[config.mk]
export PLATFORM = sky130hd
export DESIGN_NAME = calendar_clock_prescaled_unit
export DESIGN_NICKNAME = d
export VERILOG_FILES = /design/src/ccp_pkg.sv /design/src/ccp_ctrl.sv /design/src/ccp_datapath.sv /design/src/calendar_clock_prescaled_unit.sv
export SDC_FILE = /design/constraint.sdc
export NUM_CORES = 1
export LEC_CHECK = 0
export BUFFER_PORTS_ARGS = -buffer_cell sky130_fd_sc_hd__buf_2
export CAP_MARGIN = 20
export CORE_MARGIN = 3
export CORE_UTILIZATION = 35
export DETAILED_ROUTE_END_ITERATION = 10
export GPL_ROUTABILITY_DRIVEN = 0
export PLACE_DENSITY_LB_ADDON = 0.15
export SETUP_SLACK_MARGIN = 0.1
export SLEW_MARGIN = 25
export SYNTH_ARGS = -nofsm -noshare
export SYNTH_HDL_FRONTEND = slang
export SYNTH_SLANG_ARGS = --single-unit
export TNS_END_PERCENT = 50
[constraint.sdc]
create_clock -name clk -period 6 [get_ports clk]
set_input_delay 1.2 -clock clk [delete_from_list [all_inputs] [get_ports clk]]
set_output_delay 1.2 -clock clk [all_outputs]
set_load 0.005 [all_outputs]
[src/ccp_pkg.sv]
// shared types and constants for the calendar clock unit
// used by the controller, the datapath and the top level
`default_nettype none

package ccp_pkg;

  // field widths of the transaction payloads
  localparam int MINUTE_W = 6;
  localparam int HOUR_W   = 5;
  localparam int DAY_W    = 5;
  localparam int MONTH_W  = 4;
  localparam int YEAR_W   = 15;
  localparam int TICK_W   = 16;
  localparam int DELTA_W  = 16;
  localparam int RESID_W  = 17;

  // configuration port
  localparam int CFG_ADDR_W = 1;
  localparam int CFG_DATA_W = 16;
  localparam logic [CFG_ADDR_W-1:0] REG_TICKS_PER_MINUTE = 1'd0;
  localparam logic [CFG_ADDR_W-1:0] REG_EVENTS_ENABLE    = 1'd1;

  // request codes
  typedef enum logic [1:0] {
    REQ_TICK_FWD  = 2'd0,
    REQ_TICK_BACK = 2'd1,
    REQ_STEP      = 2'd2,
    REQ_SET       = 2'd3
  } req_t;

  // season codes and month boundaries
  localparam logic [1:0] SEASON_COLD = 2'd0;
  localparam logic [1:0] SEASON_MILD = 2'd1;
  localparam logic [1:0] SEASON_WARM = 2'd2;
  localparam logic [1:0] SEASON_COOL = 2'd3;
  localparam int SPRING_FIRST_MONTH = 3;
  localparam int SUMMER_FIRST_MONTH = 5;
  localparam int AUTUMN_FIRST_MONTH = 8;
  localparam int WINTER_FIRST_MONTH = 11;

  // night window and announced hours
  localparam int DAWN_HOUR     = 5;
  localparam int DUSK_HOUR     = 20;
  localparam int ANNOUNCE_H0   = 0;
  localparam int ANNOUNCE_H1   = 6;
  localparam int ANNOUNCE_H2   = 12;
  localparam int ANNOUNCE_H3   = 18;

  // controller states
  typedef enum logic [2:0] {
    ST_IDLE = 3'b001,
    ST_RUN  = 3'b010,
    ST_HOLD = 3'b100
  } state_t;

  // controller to datapath
  typedef struct packed {
    logic start;
    logic advance;
    logic capture;
  } cmd_t;

  // datapath to controller
  typedef struct packed {
    logic done;
  } status_t;

endpackage

`default_nettype wire

[src/ccp_ctrl.sv]
// sequencer for the calendar clock unit: item intake, minute stepping, result hand-off
// depends on ccp_pkg
`default_nettype none

module ccp_ctrl (
  input  wire              clk,
  input  wire              rst_n,
  input  wire              in_valid,
  output logic             in_stall,
  output logic             out_valid,
  input  wire              out_stall,
  input  ccp_pkg::status_t status,
  output ccp_pkg::cmd_t    cmd
);
  import ccp_pkg::*;

  state_t state_r, state_nxt;
  logic   out_valid_r, out_valid_nxt;
  logic   out_free;

  // output register may be refilled when empty or being taken
  assign out_free = !out_valid_r || !out_stall;

  // command decode
  always_comb begin
    cmd.start   = (state_r == ST_IDLE) && in_valid;
    cmd.advance = (state_r == ST_RUN) && !status.done;
    cmd.capture = (((state_r == ST_RUN) && status.done) || (state_r == ST_HOLD)) && out_free;
  end

  // next state
  always_comb begin
    state_nxt = state_r;
    case (state_r)
      ST_IDLE: begin
        if (in_valid) state_nxt = ST_RUN;
      end
      ST_RUN: begin
        if (status.done) state_nxt = cmd.capture ? ST_IDLE : ST_HOLD;
      end
      ST_HOLD: begin
        if (cmd.capture) state_nxt = ST_IDLE;
      end
      default: state_nxt = ST_IDLE;
    endcase
  end

  // result valid flag
  always_comb begin
    if (cmd.capture) out_valid_nxt = 1'b1;
    else if (out_stall) out_valid_nxt = out_valid_r;
    else out_valid_nxt = 1'b0;
  end

  always_ff @(posedge clk) begin
    if (!rst_n) begin
      state_r     <= ST_IDLE;
      out_valid_r <= 1'b0;
    end else begin
      state_r     <= state_nxt;
      out_valid_r <= out_valid_nxt;
    end
  end

  assign in_stall  = (state_r != ST_IDLE);
  assign out_valid = out_valid_r;

endmodule

`default_nettype wire

[src/ccp_datapath.sv]
// calendar counters, tick residual, step count, config registers and result register
// depends on ccp_pkg
`default_nettype none

module ccp_datapath #(
  parameter int MINUTES_PER_HOUR = 60,
  parameter int HOURS_PER_DAY    = 24,
  parameter int DAYS_PER_MONTH   = 30,
  parameter int MONTHS_PER_YEAR  = 12
) (
  input  wire                                 clk,
  input  wire                                 rst_n,
  input  wire                                 cfg_wr_en,
  input  wire  [ccp_pkg::CFG_ADDR_W-1:0]      cfg_addr,
  input  wire  [ccp_pkg::CFG_DATA_W-1:0]      cfg_wdata,
  input  ccp_pkg::req_t                       req_type,
  input  wire  [ccp_pkg::TICK_W-1:0]          tick_count,
  input  wire  [ccp_pkg::DELTA_W-1:0]         minute_delta,
  input  wire  [ccp_pkg::YEAR_W-1:0]          load_year,
  input  wire  [ccp_pkg::MONTH_W-1:0]         load_month,
  input  wire  [ccp_pkg::DAY_W-1:0]           load_day,
  input  wire  [ccp_pkg::HOUR_W-1:0]          load_hour,
  input  wire  [ccp_pkg::MINUTE_W-1:0]        load_minute,
  input  ccp_pkg::cmd_t                       cmd,
  output ccp_pkg::status_t                    status,
  output logic [ccp_pkg::MINUTE_W-1:0]        cur_minute,
  output logic [ccp_pkg::HOUR_W-1:0]          cur_hour,
  output logic [ccp_pkg::DAY_W-1:0]           cur_day,
  output logic [ccp_pkg::MONTH_W-1:0]         cur_month,
  output logic [ccp_pkg::YEAR_W-1:0]          cur_year,
  output logic                                is_dark,
  output logic [1:0]                          season_code,
  output logic                                sun_changed,
  output logic                                hour_announced
);
  import ccp_pkg::*;

  // counters are wide enough for both the loaded field and the parameter range
  localparam int MIN_W = ($clog2(MINUTES_PER_HOUR) > MINUTE_W) ? $clog2(MINUTES_PER_HOUR)
                                                               : MINUTE_W;
  localparam int HR_W  = ($clog2(HOURS_PER_DAY) > HOUR_W) ? $clog2(HOURS_PER_DAY) : HOUR_W;
  localparam int DY_W  = ($clog2(DAYS_PER_MONTH) > DAY_W) ? $clog2(DAYS_PER_MONTH) : DAY_W;
  localparam int MO_W  = ($clog2(MONTHS_PER_YEAR) > MONTH_W) ? $clog2(MONTHS_PER_YEAR)
                                                             : MONTH_W;
  localparam logic [MIN_W-1:0]  MIN_TOP  = MIN_W'(MINUTES_PER_HOUR - 1);
  localparam logic [HR_W-1:0]   HR_TOP   = HR_W'(HOURS_PER_DAY - 1);
  localparam logic [DY_W-1:0]   DY_TOP   = DY_W'(DAYS_PER_MONTH - 1);
  localparam logic [MO_W-1:0]   MO_TOP   = MO_W'(MONTHS_PER_YEAR - 1);
  localparam logic [YEAR_W-1:0] YEAR_TOP = '1;

  function automatic logic dark_of(input logic [HR_W-1:0] h);
    return (h < HR_W'(DAWN_HOUR)) || (h >= HR_W'(DUSK_HOUR));
  endfunction

  function automatic logic [1:0] season_of(input logic [MO_W-1:0] m);
    logic [1:0] s;
    if (m < MO_W'(SPRING_FIRST_MONTH)) s = SEASON_COLD;
    else if (m < MO_W'(SUMMER_FIRST_MONTH)) s = SEASON_MILD;
    else if (m < MO_W'(AUTUMN_FIRST_MONTH)) s = SEASON_WARM;
    else if (m < MO_W'(WINTER_FIRST_MONTH)) s = SEASON_COOL;
    else s = SEASON_COLD;
    return s;
  endfunction

  // configuration
  logic [TICK_W-1:0] ticks_per_minute_r;
  logic              events_enable_r;

  // calendar and sequencing state
  logic [MIN_W-1:0]   minute_r, minute_nxt;
  logic [HR_W-1:0]    hour_r, hour_nxt;
  logic [DY_W-1:0]    day_r, day_nxt;
  logic [MO_W-1:0]    month_r, month_nxt;
  logic [YEAR_W-1:0]  year_r, year_nxt;
  logic [RESID_W-1:0] resid_r, resid_nxt;
  logic [DELTA_W-1:0] count_r, count_nxt;
  req_t               mode_r, mode_nxt;
  logic               back_r, back_nxt;
  logic               sun_r, sun_nxt;
  logic               ann_r, ann_nxt;

  // result register
  logic [MINUTE_W-1:0] out_minute_r;
  logic [HOUR_W-1:0]   out_hour_r;
  logic [DAY_W-1:0]    out_day_r;
  logic [MONTH_W-1:0]  out_month_r;
  logic [YEAR_W-1:0]   out_year_r;
  logic                out_dark_r;
  logic [1:0]          out_season_r;
  logic                out_sun_r;
  logic                out_ann_r;

  logic [RESID_W-1:0] period;
  logic               at_top, at_zero, hour_carry;
  logic [MIN_W-1:0]   f_minute, b_minute;
  logic [HR_W-1:0]    f_hour, b_hour;
  logic [DY_W-1:0]    f_day, b_day;
  logic [MO_W-1:0]    f_month, b_month;
  logic [YEAR_W-1:0]  f_year, b_year;

  // zero prescale counts as one
  assign period = (ticks_per_minute_r == '0) ? RESID_W'(1) : {1'b0, ticks_per_minute_r};

  // item finished
  always_comb begin
    case (mode_r)
      REQ_TICK_FWD, REQ_TICK_BACK: status.done = (resid_r < period);
      REQ_STEP:                    status.done = (count_r == '0);
      REQ_SET:                     status.done = 1'b1;
      default:                     status.done = 1'b1;
    endcase
  end

  // one minute forward, holding at the last minute of the last year
  always_comb begin
    at_top = (year_r == YEAR_TOP) && (month_r >= MO_TOP) && (day_r >= DY_TOP) &&
             (hour_r >= HR_TOP) && (minute_r >= MIN_TOP);
    f_minute   = minute_r;
    f_hour     = hour_r;
    f_day      = day_r;
    f_month    = month_r;
    f_year     = year_r;
    hour_carry = 1'b0;
    if (!at_top) begin
      if (minute_r < MIN_TOP) begin
        f_minute = minute_r + 1'b1;
      end else begin
        f_minute   = '0;
        hour_carry = 1'b1;
        if (hour_r < HR_TOP) begin
          f_hour = hour_r + 1'b1;
        end else begin
          f_hour = '0;
          if (day_r < DY_TOP) begin
            f_day = day_r + 1'b1;
          end else begin
            f_day = '0;
            if (month_r < MO_TOP) begin
              f_month = month_r + 1'b1;
            end else begin
              f_month = '0;
              f_year  = year_r + 1'b1;
            end
          end
        end
      end
    end
  end

  // one minute back, holding at the all zero date
  always_comb begin
    at_zero = (minute_r == '0) && (hour_r == '0) && (day_r == '0) &&
              (month_r == '0) && (year_r == '0);
    b_minute = minute_r;
    b_hour   = hour_r;
    b_day    = day_r;
    b_month  = month_r;
    b_year   = year_r;
    if (!at_zero) begin
      if (minute_r != '0) begin
        b_minute = minute_r - 1'b1;
      end else begin
        b_minute = MIN_TOP;
        if (hour_r != '0) begin
          b_hour = hour_r - 1'b1;
        end else begin
          b_hour = HR_TOP;
          if (day_r != '0) begin
            b_day = day_r - 1'b1;
          end else begin
            b_day = DY_TOP;
            if (month_r != '0) begin
              b_month = month_r - 1'b1;
            end else begin
              b_month = MO_TOP;
              b_year  = year_r - 1'b1;
            end
          end
        end
      end
    end
  end

  // next state of the counters
  always_comb begin
    minute_nxt = minute_r;
    hour_nxt   = hour_r;
    day_nxt    = day_r;
    month_nxt  = month_r;
    year_nxt   = year_r;
    resid_nxt  = resid_r;
    count_nxt  = count_r;
    mode_nxt   = mode_r;
    back_nxt   = back_r;
    sun_nxt    = sun_r;
    ann_nxt    = ann_r;
    if (cmd.start) begin
      mode_nxt = req_type;
      sun_nxt  = 1'b0;
      ann_nxt  = 1'b0;
      case (req_type)
        REQ_TICK_FWD, REQ_TICK_BACK: begin
          resid_nxt = resid_r + RESID_W'(tick_count);
          back_nxt  = (req_type == REQ_TICK_BACK);
        end
        REQ_STEP: begin
          back_nxt  = minute_delta[DELTA_W-1];
          count_nxt = minute_delta[DELTA_W-1] ? (DELTA_W'(0) - minute_delta) : minute_delta;
        end
        REQ_SET: begin
          year_nxt   = load_year;
          month_nxt  = MO_W'(load_month);
          day_nxt    = DY_W'(load_day);
          hour_nxt   = HR_W'(load_hour);
          minute_nxt = MIN_W'(load_minute);
          resid_nxt  = '0;
        end
        default: mode_nxt = req_type;
      endcase
    end else if (cmd.advance) begin
      if (mode_r == REQ_STEP) count_nxt = count_r - 1'b1;
      else resid_nxt = resid_r - period;
      if (back_r) begin
        minute_nxt = b_minute;
        hour_nxt   = b_hour;
        day_nxt    = b_day;
        month_nxt  = b_month;
        year_nxt   = b_year;
      end else begin
        minute_nxt = f_minute;
        hour_nxt   = f_hour;
        day_nxt    = f_day;
        month_nxt  = f_month;
        year_nxt   = f_year;
        // event flags on forward hour carries
        if (hour_carry && events_enable_r) begin
          if ((f_hour == HR_W'(ANNOUNCE_H0)) || (f_hour == HR_W'(ANNOUNCE_H1)) ||
              (f_hour == HR_W'(ANNOUNCE_H2)) || (f_hour == HR_W'(ANNOUNCE_H3)))
            ann_nxt = 1'b1;
          if (dark_of(hour_r) != dark_of(f_hour)) sun_nxt = 1'b1;
        end
      end
    end
  end

  // configuration writes
  always_ff @(posedge clk) begin
    if (!rst_n) begin
      ticks_per_minute_r <= TICK_W'(1);
      events_enable_r    <= 1'b0;
    end else if (cfg_wr_en) begin
      case (cfg_addr)
        REG_TICKS_PER_MINUTE: ticks_per_minute_r <= cfg_wdata[TICK_W-1:0];
        REG_EVENTS_ENABLE:    events_enable_r    <= cfg_wdata[0];
        default:              events_enable_r    <= events_enable_r;
      endcase
    end
  end

  // calendar state
  always_ff @(posedge clk) begin
    if (!rst_n) begin
      minute_r <= '0;
      hour_r   <= '0;
      day_r    <= '0;
      month_r  <= '0;
      year_r   <= '0;
      resid_r  <= '0;
      count_r  <= '0;
      mode_r   <= REQ_SET;
      back_r   <= 1'b0;
      sun_r    <= 1'b0;
      ann_r    <= 1'b0;
    end else begin
      minute_r <= minute_nxt;
      hour_r   <= hour_nxt;
      day_r    <= day_nxt;
      month_r  <= month_nxt;
      year_r   <= year_nxt;
      resid_r  <= resid_nxt;
      count_r  <= count_nxt;
      mode_r   <= mode_nxt;
      back_r   <= back_nxt;
      sun_r    <= sun_nxt;
      ann_r    <= ann_nxt;
    end
  end

  // result register
  always_ff @(posedge clk) begin
    if (cmd.capture) begin
      out_minute_r <= minute_r[MINUTE_W-1:0];
      out_hour_r   <= hour_r[HOUR_W-1:0];
      out_day_r    <= day_r[DAY_W-1:0];
      out_month_r  <= month_r[MONTH_W-1:0];
      out_year_r   <= year_r;
      out_dark_r   <= dark_of(hour_r);
      out_season_r <= season_of(month_r);
      out_sun_r    <= sun_r;
      out_ann_r    <= ann_r;
    end
  end

  assign cur_minute     = out_minute_r;
  assign cur_hour       = out_hour_r;
  assign cur_day        = out_day_r;
  assign cur_month      = out_month_r;
  assign cur_year       = out_year_r;
  assign is_dark        = out_dark_r;
  assign season_code    = out_season_r;
  assign sun_changed    = out_sun_r;
  assign hour_announced = out_ann_r;

endmodule

`default_nettype wire

[src/calendar_clock_prescaled_unit.sv]
// Calendar counter with tick prescaler. A transaction is taken in, the calendar
// is stepped one minute at a time, and the result is loaded into the result
// register once that register is free: a set item takes no steps, a step item
// |minute_delta| steps, and a tick item floor((residual + tick_count) / period)
// steps, where period is ticks_per_minute (0 counts as 1). The steps come from
// the single minute-stepping datapath, which in a tick item also removes one
// prescale period from the residual at each step. One transaction is worked
// on at a time; the next one is taken while the last result still waits in
// the output register.
// depends on ccp_pkg, ccp_ctrl and ccp_datapath
`default_nettype none

module calendar_clock_prescaled_unit #(
  parameter int MINUTES_PER_HOUR = 60,
  parameter int HOURS_PER_DAY    = 24,
  parameter int DAYS_PER_MONTH   = 30,
  parameter int MONTHS_PER_YEAR  = 12
) (
  input  wire                              clk,
  input  wire                              rst_n,
  input  wire                              cfg_wr_en,
  input  wire  [ccp_pkg::CFG_ADDR_W-1:0]   cfg_addr,
  input  wire  [ccp_pkg::CFG_DATA_W-1:0]   cfg_wdata,
  input  wire                              in_valid,
  output logic                             in_stall,
  input  wire  [1:0]                       in_req_type,
  input  wire  [ccp_pkg::TICK_W-1:0]       in_tick_count,
  input  wire  [ccp_pkg::DELTA_W-1:0]      in_minute_delta,
  input  wire  [ccp_pkg::YEAR_W-1:0]       in_load_year,
  input  wire  [ccp_pkg::MONTH_W-1:0]      in_load_month,
  input  wire  [ccp_pkg::DAY_W-1:0]        in_load_day,
  input  wire  [ccp_pkg::HOUR_W-1:0]       in_load_hour,
  input  wire  [ccp_pkg::MINUTE_W-1:0]     in_load_minute,
  output logic                             out_valid,
  input  wire                              out_stall,
  output logic [ccp_pkg::MINUTE_W-1:0]     out_cur_minute,
  output logic [ccp_pkg::HOUR_W-1:0]       out_cur_hour,
  output logic [ccp_pkg::DAY_W-1:0]        out_cur_day,
  output logic [ccp_pkg::MONTH_W-1:0]      out_cur_month,
  output logic [ccp_pkg::YEAR_W-1:0]       out_cur_year,
  output logic                             out_is_dark,
  output logic [1:0]                       out_season_code,
  output logic                             out_sun_changed,
  output logic                             out_hour_announced
);
  import ccp_pkg::*;

  cmd_t    cmd;
  status_t status;

  // sequencer
  ccp_ctrl u_ctrl (
    .clk       (clk),
    .rst_n     (rst_n),
    .in_valid  (in_valid),
    .in_stall  (in_stall),
    .out_valid (out_valid),
    .out_stall (out_stall),
    .status    (status),
    .cmd       (cmd)
  );

  // counters and result register
  ccp_datapath #(
    .MINUTES_PER_HOUR (MINUTES_PER_HOUR),
    .HOURS_PER_DAY    (HOURS_PER_DAY),
    .DAYS_PER_MONTH   (DAYS_PER_MONTH),
    .MONTHS_PER_YEAR  (MONTHS_PER_YEAR)
  ) u_datapath (
    .clk            (clk),
    .rst_n          (rst_n),
    .cfg_wr_en      (cfg_wr_en),
    .cfg_addr       (cfg_addr),
    .cfg_wdata      (cfg_wdata),
    .req_type       (req_t'(in_req_type)),
    .tick_count     (in_tick_count),
    .minute_delta   (in_minute_delta),
    .load_year      (in_load_year),
    .load_month     (in_load_month),
    .load_day       (in_load_day),
    .load_hour      (in_load_hour),
    .load_minute    (in_load_minute),
    .cmd            (cmd),
    .status         (status),
    .cur_minute     (out_cur_minute),
    .cur_hour       (out_cur_hour),
    .cur_day        (out_cur_day),
    .cur_month      (out_cur_month),
    .cur_year       (out_cur_year),
    .is_dark        (out_is_dark),
    .season_code    (out_season_code),
    .sun_changed    (out_sun_changed),
    .hour_announced (out_hour_announced)
  );

endmodule

`default_nettype wire

### Word level (Yosys, flattened, before mapping)

Cells that the tools add are included.
W data, S select, Z words.

* flip-flop bits (word level): 134
* input port bits: 91
* output and inout bits: 42
* word-level logic and storage cells: 230

* add/sub/neg operators: 14
* $lt $le $gt $ge: 16
* eq/ne operators: 33
* multiplexer cells: 82
* bitwise logic cells: 3
* reductions and logical operators: 57

Operators with widths (number)
* $mux W15: 14
* $mux W5: 22
* $mux W16: 6
* $mux W4: 14
* $mux W17: 3
* $mux W6: 8
* $pmux W17 S2: 1
* $logic_not A16 Y1: 2
* $ge A5 B5 Y1 const B: 4
* $add A17 B16 Y17: 1
* $lt A17 B17 Y1: 1
* $sub A17 B17 Y17: 1
* $reduce_and A4 Y1: 4
* $sub A1 B16 Y16 const A: 1
* $sub A16 B1 Y16 const B: 1
* $add A15 B1 Y15 const B: 1
* $eq A15 B15 Y1 const B: 1
* $logic_not A15 Y1: 1
* $logic_not A5 Y1: 3
* $ne A3 B2 Y1 const B: 5
* $ne A3 B3 Y1 const B: 5
* $sub A15 B1 Y15 const B: 1
* $logic_and A1 B1 Y1: 13
* $mux W3: 4
* other kinds (47): 88

### Depth between registers and ports, before layout

* depth after elaboration: 11
* depth in mapped cells: 13
* mapped depth without buffers: 12

### Modules after synthesis

A second synthesis with hierarchy kept.

* cell total of the unflattened synthesis: 1125
* area, all modules: 9165.0 um^2

By module, submodules not included
* ccp_datapath: times used 1, cells each 1097, area an instance 8927.3 um^2, sequential area each 3002.9 um^2
* ccp_ctrl: times used 1, cells each 28, area an instance 237.7 um^2, sequential area each 80.1 um^2

### Worst setup path after synthesis

OpenSTA, ideal clock, no wires.

* kind: register to register
* from: register u_datapath.ticks_per_minute_r[13]
* to: register u_datapath.out_day_r[0] (netlist: u_datapath.cur_day[0]) (enable)
* setup time: 0.451 ns
* data arrival time: 4.414 ns
* data required time: 5.549 ns
* path slack: 1.135 ns
* stages on the path, launching flop included: 12
* path through: dfxtp_1 inv_1 ha_1 buf_4 a211o_1 a31oi_1 o311ai_2 a221oi_4 nand2_1 mux2_2 or2_1 a21oi_1

RTL lines
* start, declared: RTL line ccp_datapath.sv:66 `logic [TICK_W-1:0] ticks_per_minute_r;`
* start signal, assigned: RTL line ccp_datapath.sv:253 `REG_TICKS_PER_MINUTE: ticks_per_minute_r <= cfg_wdata[TICK_W-1:0];`
* end signal, assigned: RTL line ccp_datapath.sv:294 `out_day_r <= day_r[DAY_W-1:0];`
* end, declared: RTL line ccp_datapath.sv:85 `logic [DAY_W-1:0] out_day_r;`

==> results.yml <==
cells_and_area:
  nets: 1395
  fin_util: 0.4144
  stdcell_area_mm2: 0.01089
  area_growth_pct: 15.50
  drive_above_1_share: 0.1675
floorplan:
  die_h_um: 170.1
  initial_core_util: 0.3587
  core_area_mm2: 0.02628
  rows: 59
  pin_count: 133
  die_area_mm2: 0.02894
  die_x_um: 170.1
timing:
  period_share: 0.6718
  setup-violations-final: 0
  max_freq_mhz: 248.1
  period_needed_ns: 4.031
  finClkSkew_ns: 0.01406
  layout_setup_ws_ns: 1.970
  finalHoldViolCount: 0
  rsz0062_at_grt: "false"
  setup_tns_ns: 0
  slew_headroom: 0.3847
  drv_slew: 0
  tightest_slew_ns: 0.9145
setup_path:
  r2r-end: "u_datapath.cur_month[0]$_DFFE_PP_"
  critPathMaxFanout: 21
  reg2reg_setup_slack_ns: 1.97
  path_depth: 11
  critPathSlowestCell: "a21oi_4"
  crit_buf_inv: 2
  crit_family: "compound AO/OA/AOI/OAI gates"
  timing.rr.start: "u_datapath.ticks_per_minute_r[13]$_SDFFE_PN0P_"
  required_ns: 6.11
  cpPeakStageDelay_ns: 0.61
  crit_path_end_kind: "register"
  start_kind: "register"
  worstPathArrival_ns: 4.14
  crit_type: "reg -> reg"
  r2r_cells: 11
  path_cells: "inv_1, ha_1, a211o_1, a31oi_1, o311ai_2, a221oi_4, nand2_1, mux2_2, or2_1, a21oi_4, buf_4"
drt:
  wl_met2_um: 12670
  num_vias: 8727
  highest_layer: "met5"
  first_iter_violations: 671
  dr_wl_met3_um: 1184
  finalWirelength_um: 27760
  wl_per_cell_um: 17.46
  drc: 0
  via_per_inst: 5.489
  final_antenna_net_count: 0
  dr.pass1.iters: 4
  wl_met1_um: 13520
synthesis:
  synth_fp_nets: 1304
  synth_cell_types: 92
  ys_seq_area_frac: 0.3270
  synth_area_leaders: "dfxtp_1, edfxtp_1, ha_1"
  synth_most_common_cell: "nand2_1"
  ys_top_cells_by_count: "nand2_1, o21ai_0, a21oi_1"
  yosysTopAreaCellShare: 0.1996
  syn_area_mm2: 0.009428
  yosys_warnings: 0
  ys.flop_type: "dfxtp_1"
  synth_top_area_cell: "dfxtp_1"
  syn_area_per_cell_um2: 8.198
  async_flop_share: 0
  synth_cells: 1150
  synth-edff-count: 40
  synth-seq-cells: 134
clock_network:
  cts_buffers: 17
  cts_buffer_depth: 2
  clkTransAtPathRegs_ns: 0.08
  hold_buffers: 0
  cts_root_buffer: "clkbuf_16"
  cts_tree: "done"
  cts_setup_buffers: 0
  postCtsResizedCells: 0
  h-tree-depth: 4
  insertion_delay_ns: 0.43
  cts.sinks: 134
power_and_ir_drop:
  total_power_uw: 2940
  vdd_ir_drop_max_mv: 0.1371
  p_leak_uw: 0.004295
  power_density_mw_per_mm2: 270.0
place:
  pre_cts_slack_ns: 1.902
  place_area_mm2: 0.01029
  hpwl_um: 19800
  io_buffers: 132
worst_hold_path:
  hp-start: "u_datapath.ann_r$_SDFFE_PP0P_"
  hold_end: "u_datapath.hour_announced$_DFFE_PP_"
  min_path_cells: 0
  holdCritPathClass: "reg -> reg"
grt:
  track_usage: 0.1899
  grt_pass1_wl_um: 44620
  grt_overflow_total: 0
  grt_max_degree: 74
  antenna_found_initial: 2
  grt_pass1_vias: 8429
outcome:
  status: "complete, no violations"
run:
  cap_violations: 0
-- cells in the final DEF, fill, tap and decap left out, drive strengths merged, types with 14 or more instances in the layout --
master	n
a21o	14
buf	143
xnor2	35
o211ai	20
o21a	14
dfxtp	94
nand3	22
inv	61
a21oi	101
a31oi	17
nor3	35
nand2	126
nor2	91
nor4	15
ha	60
xor2	18
edfxtp	40
clkbuf	17
nand2b	15
a211oi	20
o21ai	105
-- worst max-delay path by stage --
| stage | start | to | slack [ns] |
|---|---|---|---|
| finish | u_datapath.ticks_per_minute_r[13]$_SDFFE_PN0P_ | u_datapath.cur_month[0]$_DFFE_PP_ | 1.97 |
| CTS | u_datapath.ticks_per_minute_r[13]$_SDFFE_PN0P_ | u_datapath.cur_month[0]$_DFFE_PP_ | 1.90 |
| global placement | in_tick_count[0] | u_datapath.resid_r[16]$_SDFFE_PN0P_ | 1.96 |
| global route | u_datapath.ticks_per_minute_r[13]$_SDFFE_PN0P_ | u_datapath.cur_month[0]$_DFFE_PP_ | 1.66 |
| detailed placement | in_valid | u_datapath.year_r[3]$_SDFFE_PN0P_ | 1.90 |
| floorplan | u_datapath.ticks_per_minute_r[13]$_SDFFE_PN0P_ | u_datapath.cur_day[0]$_DFFE_PP_ | 1.13 |
-- per-stage QoR --
step	hold slack [ns]	instances
2_1_floorplan	0.4029	1150
5_1_grt	0.4517	1590
3_5_place_dp	0.4165	1557
6_report	0.4308	1590
4_1_cts	0.4332	1589
3_3_place_gp	0.4149	1557
-- layer usage --
layer	vias up	GRT usage
met5	-	0
li1	4426	-
met4	2	0.04691
met2	195	0.3060
met1	4079	0.2627
met3	25	0.03693
-- where the power goes --
group	leakage (uW)	switching [uW]	internal, uW
sequential	0.00115	71.0	982
clock	0.000290	499	599
combinational	0.00285	458	331
-- registers in the layout, indices dropped and copies added, names as in the netlist, 2 cells and up --
register	cells
u_datapath.resid_r	17
u_datapath.count_r	16
u_datapath.ticks_per_minute_r	16
u_datapath.cur_year	15
u_datapath.year_r	15
u_datapath.cur_minute	6
u_datapath.minute_r	6
u_datapath.cur_day	5
u_datapath.cur_hour	5
u_datapath.day_r	5
u_datapath.hour_r	5
u_datapath.cur_month	4
u_datapath.month_r	4
u_ctrl.state_r	3
u_datapath.mode_r	2
u_datapath.season_code	2
-- layout make-up --
cell class,instances,area (um2)
Inverter,50,187.7
Fill cell,2717,15390
Clock buffer,17,425.4
Clock inverter,15,170.2
Multi-Input combinational cell,895,5857
Sequential cell,134,3084
Antenna cell,1,2.502
Timing Repair Buffer,143,743.2
Tap cell,335,419.2
-- kinds of logic after synthesis --
kind of cell             count (synthesis)  synth area share
flip-flops                             134            0.3270
multiplexers                            13           0.01394
XOR/XNOR                                53           0.04924
buffers and inverters                  121           0.05415
AND/OR/NAND/NOR                        374            0.1948
AO/OA/AOI/OAI                          392            0.2749
adder cells (fa/ha/maj)                 63           0.08600
Power figures use the tool's default switching activity.
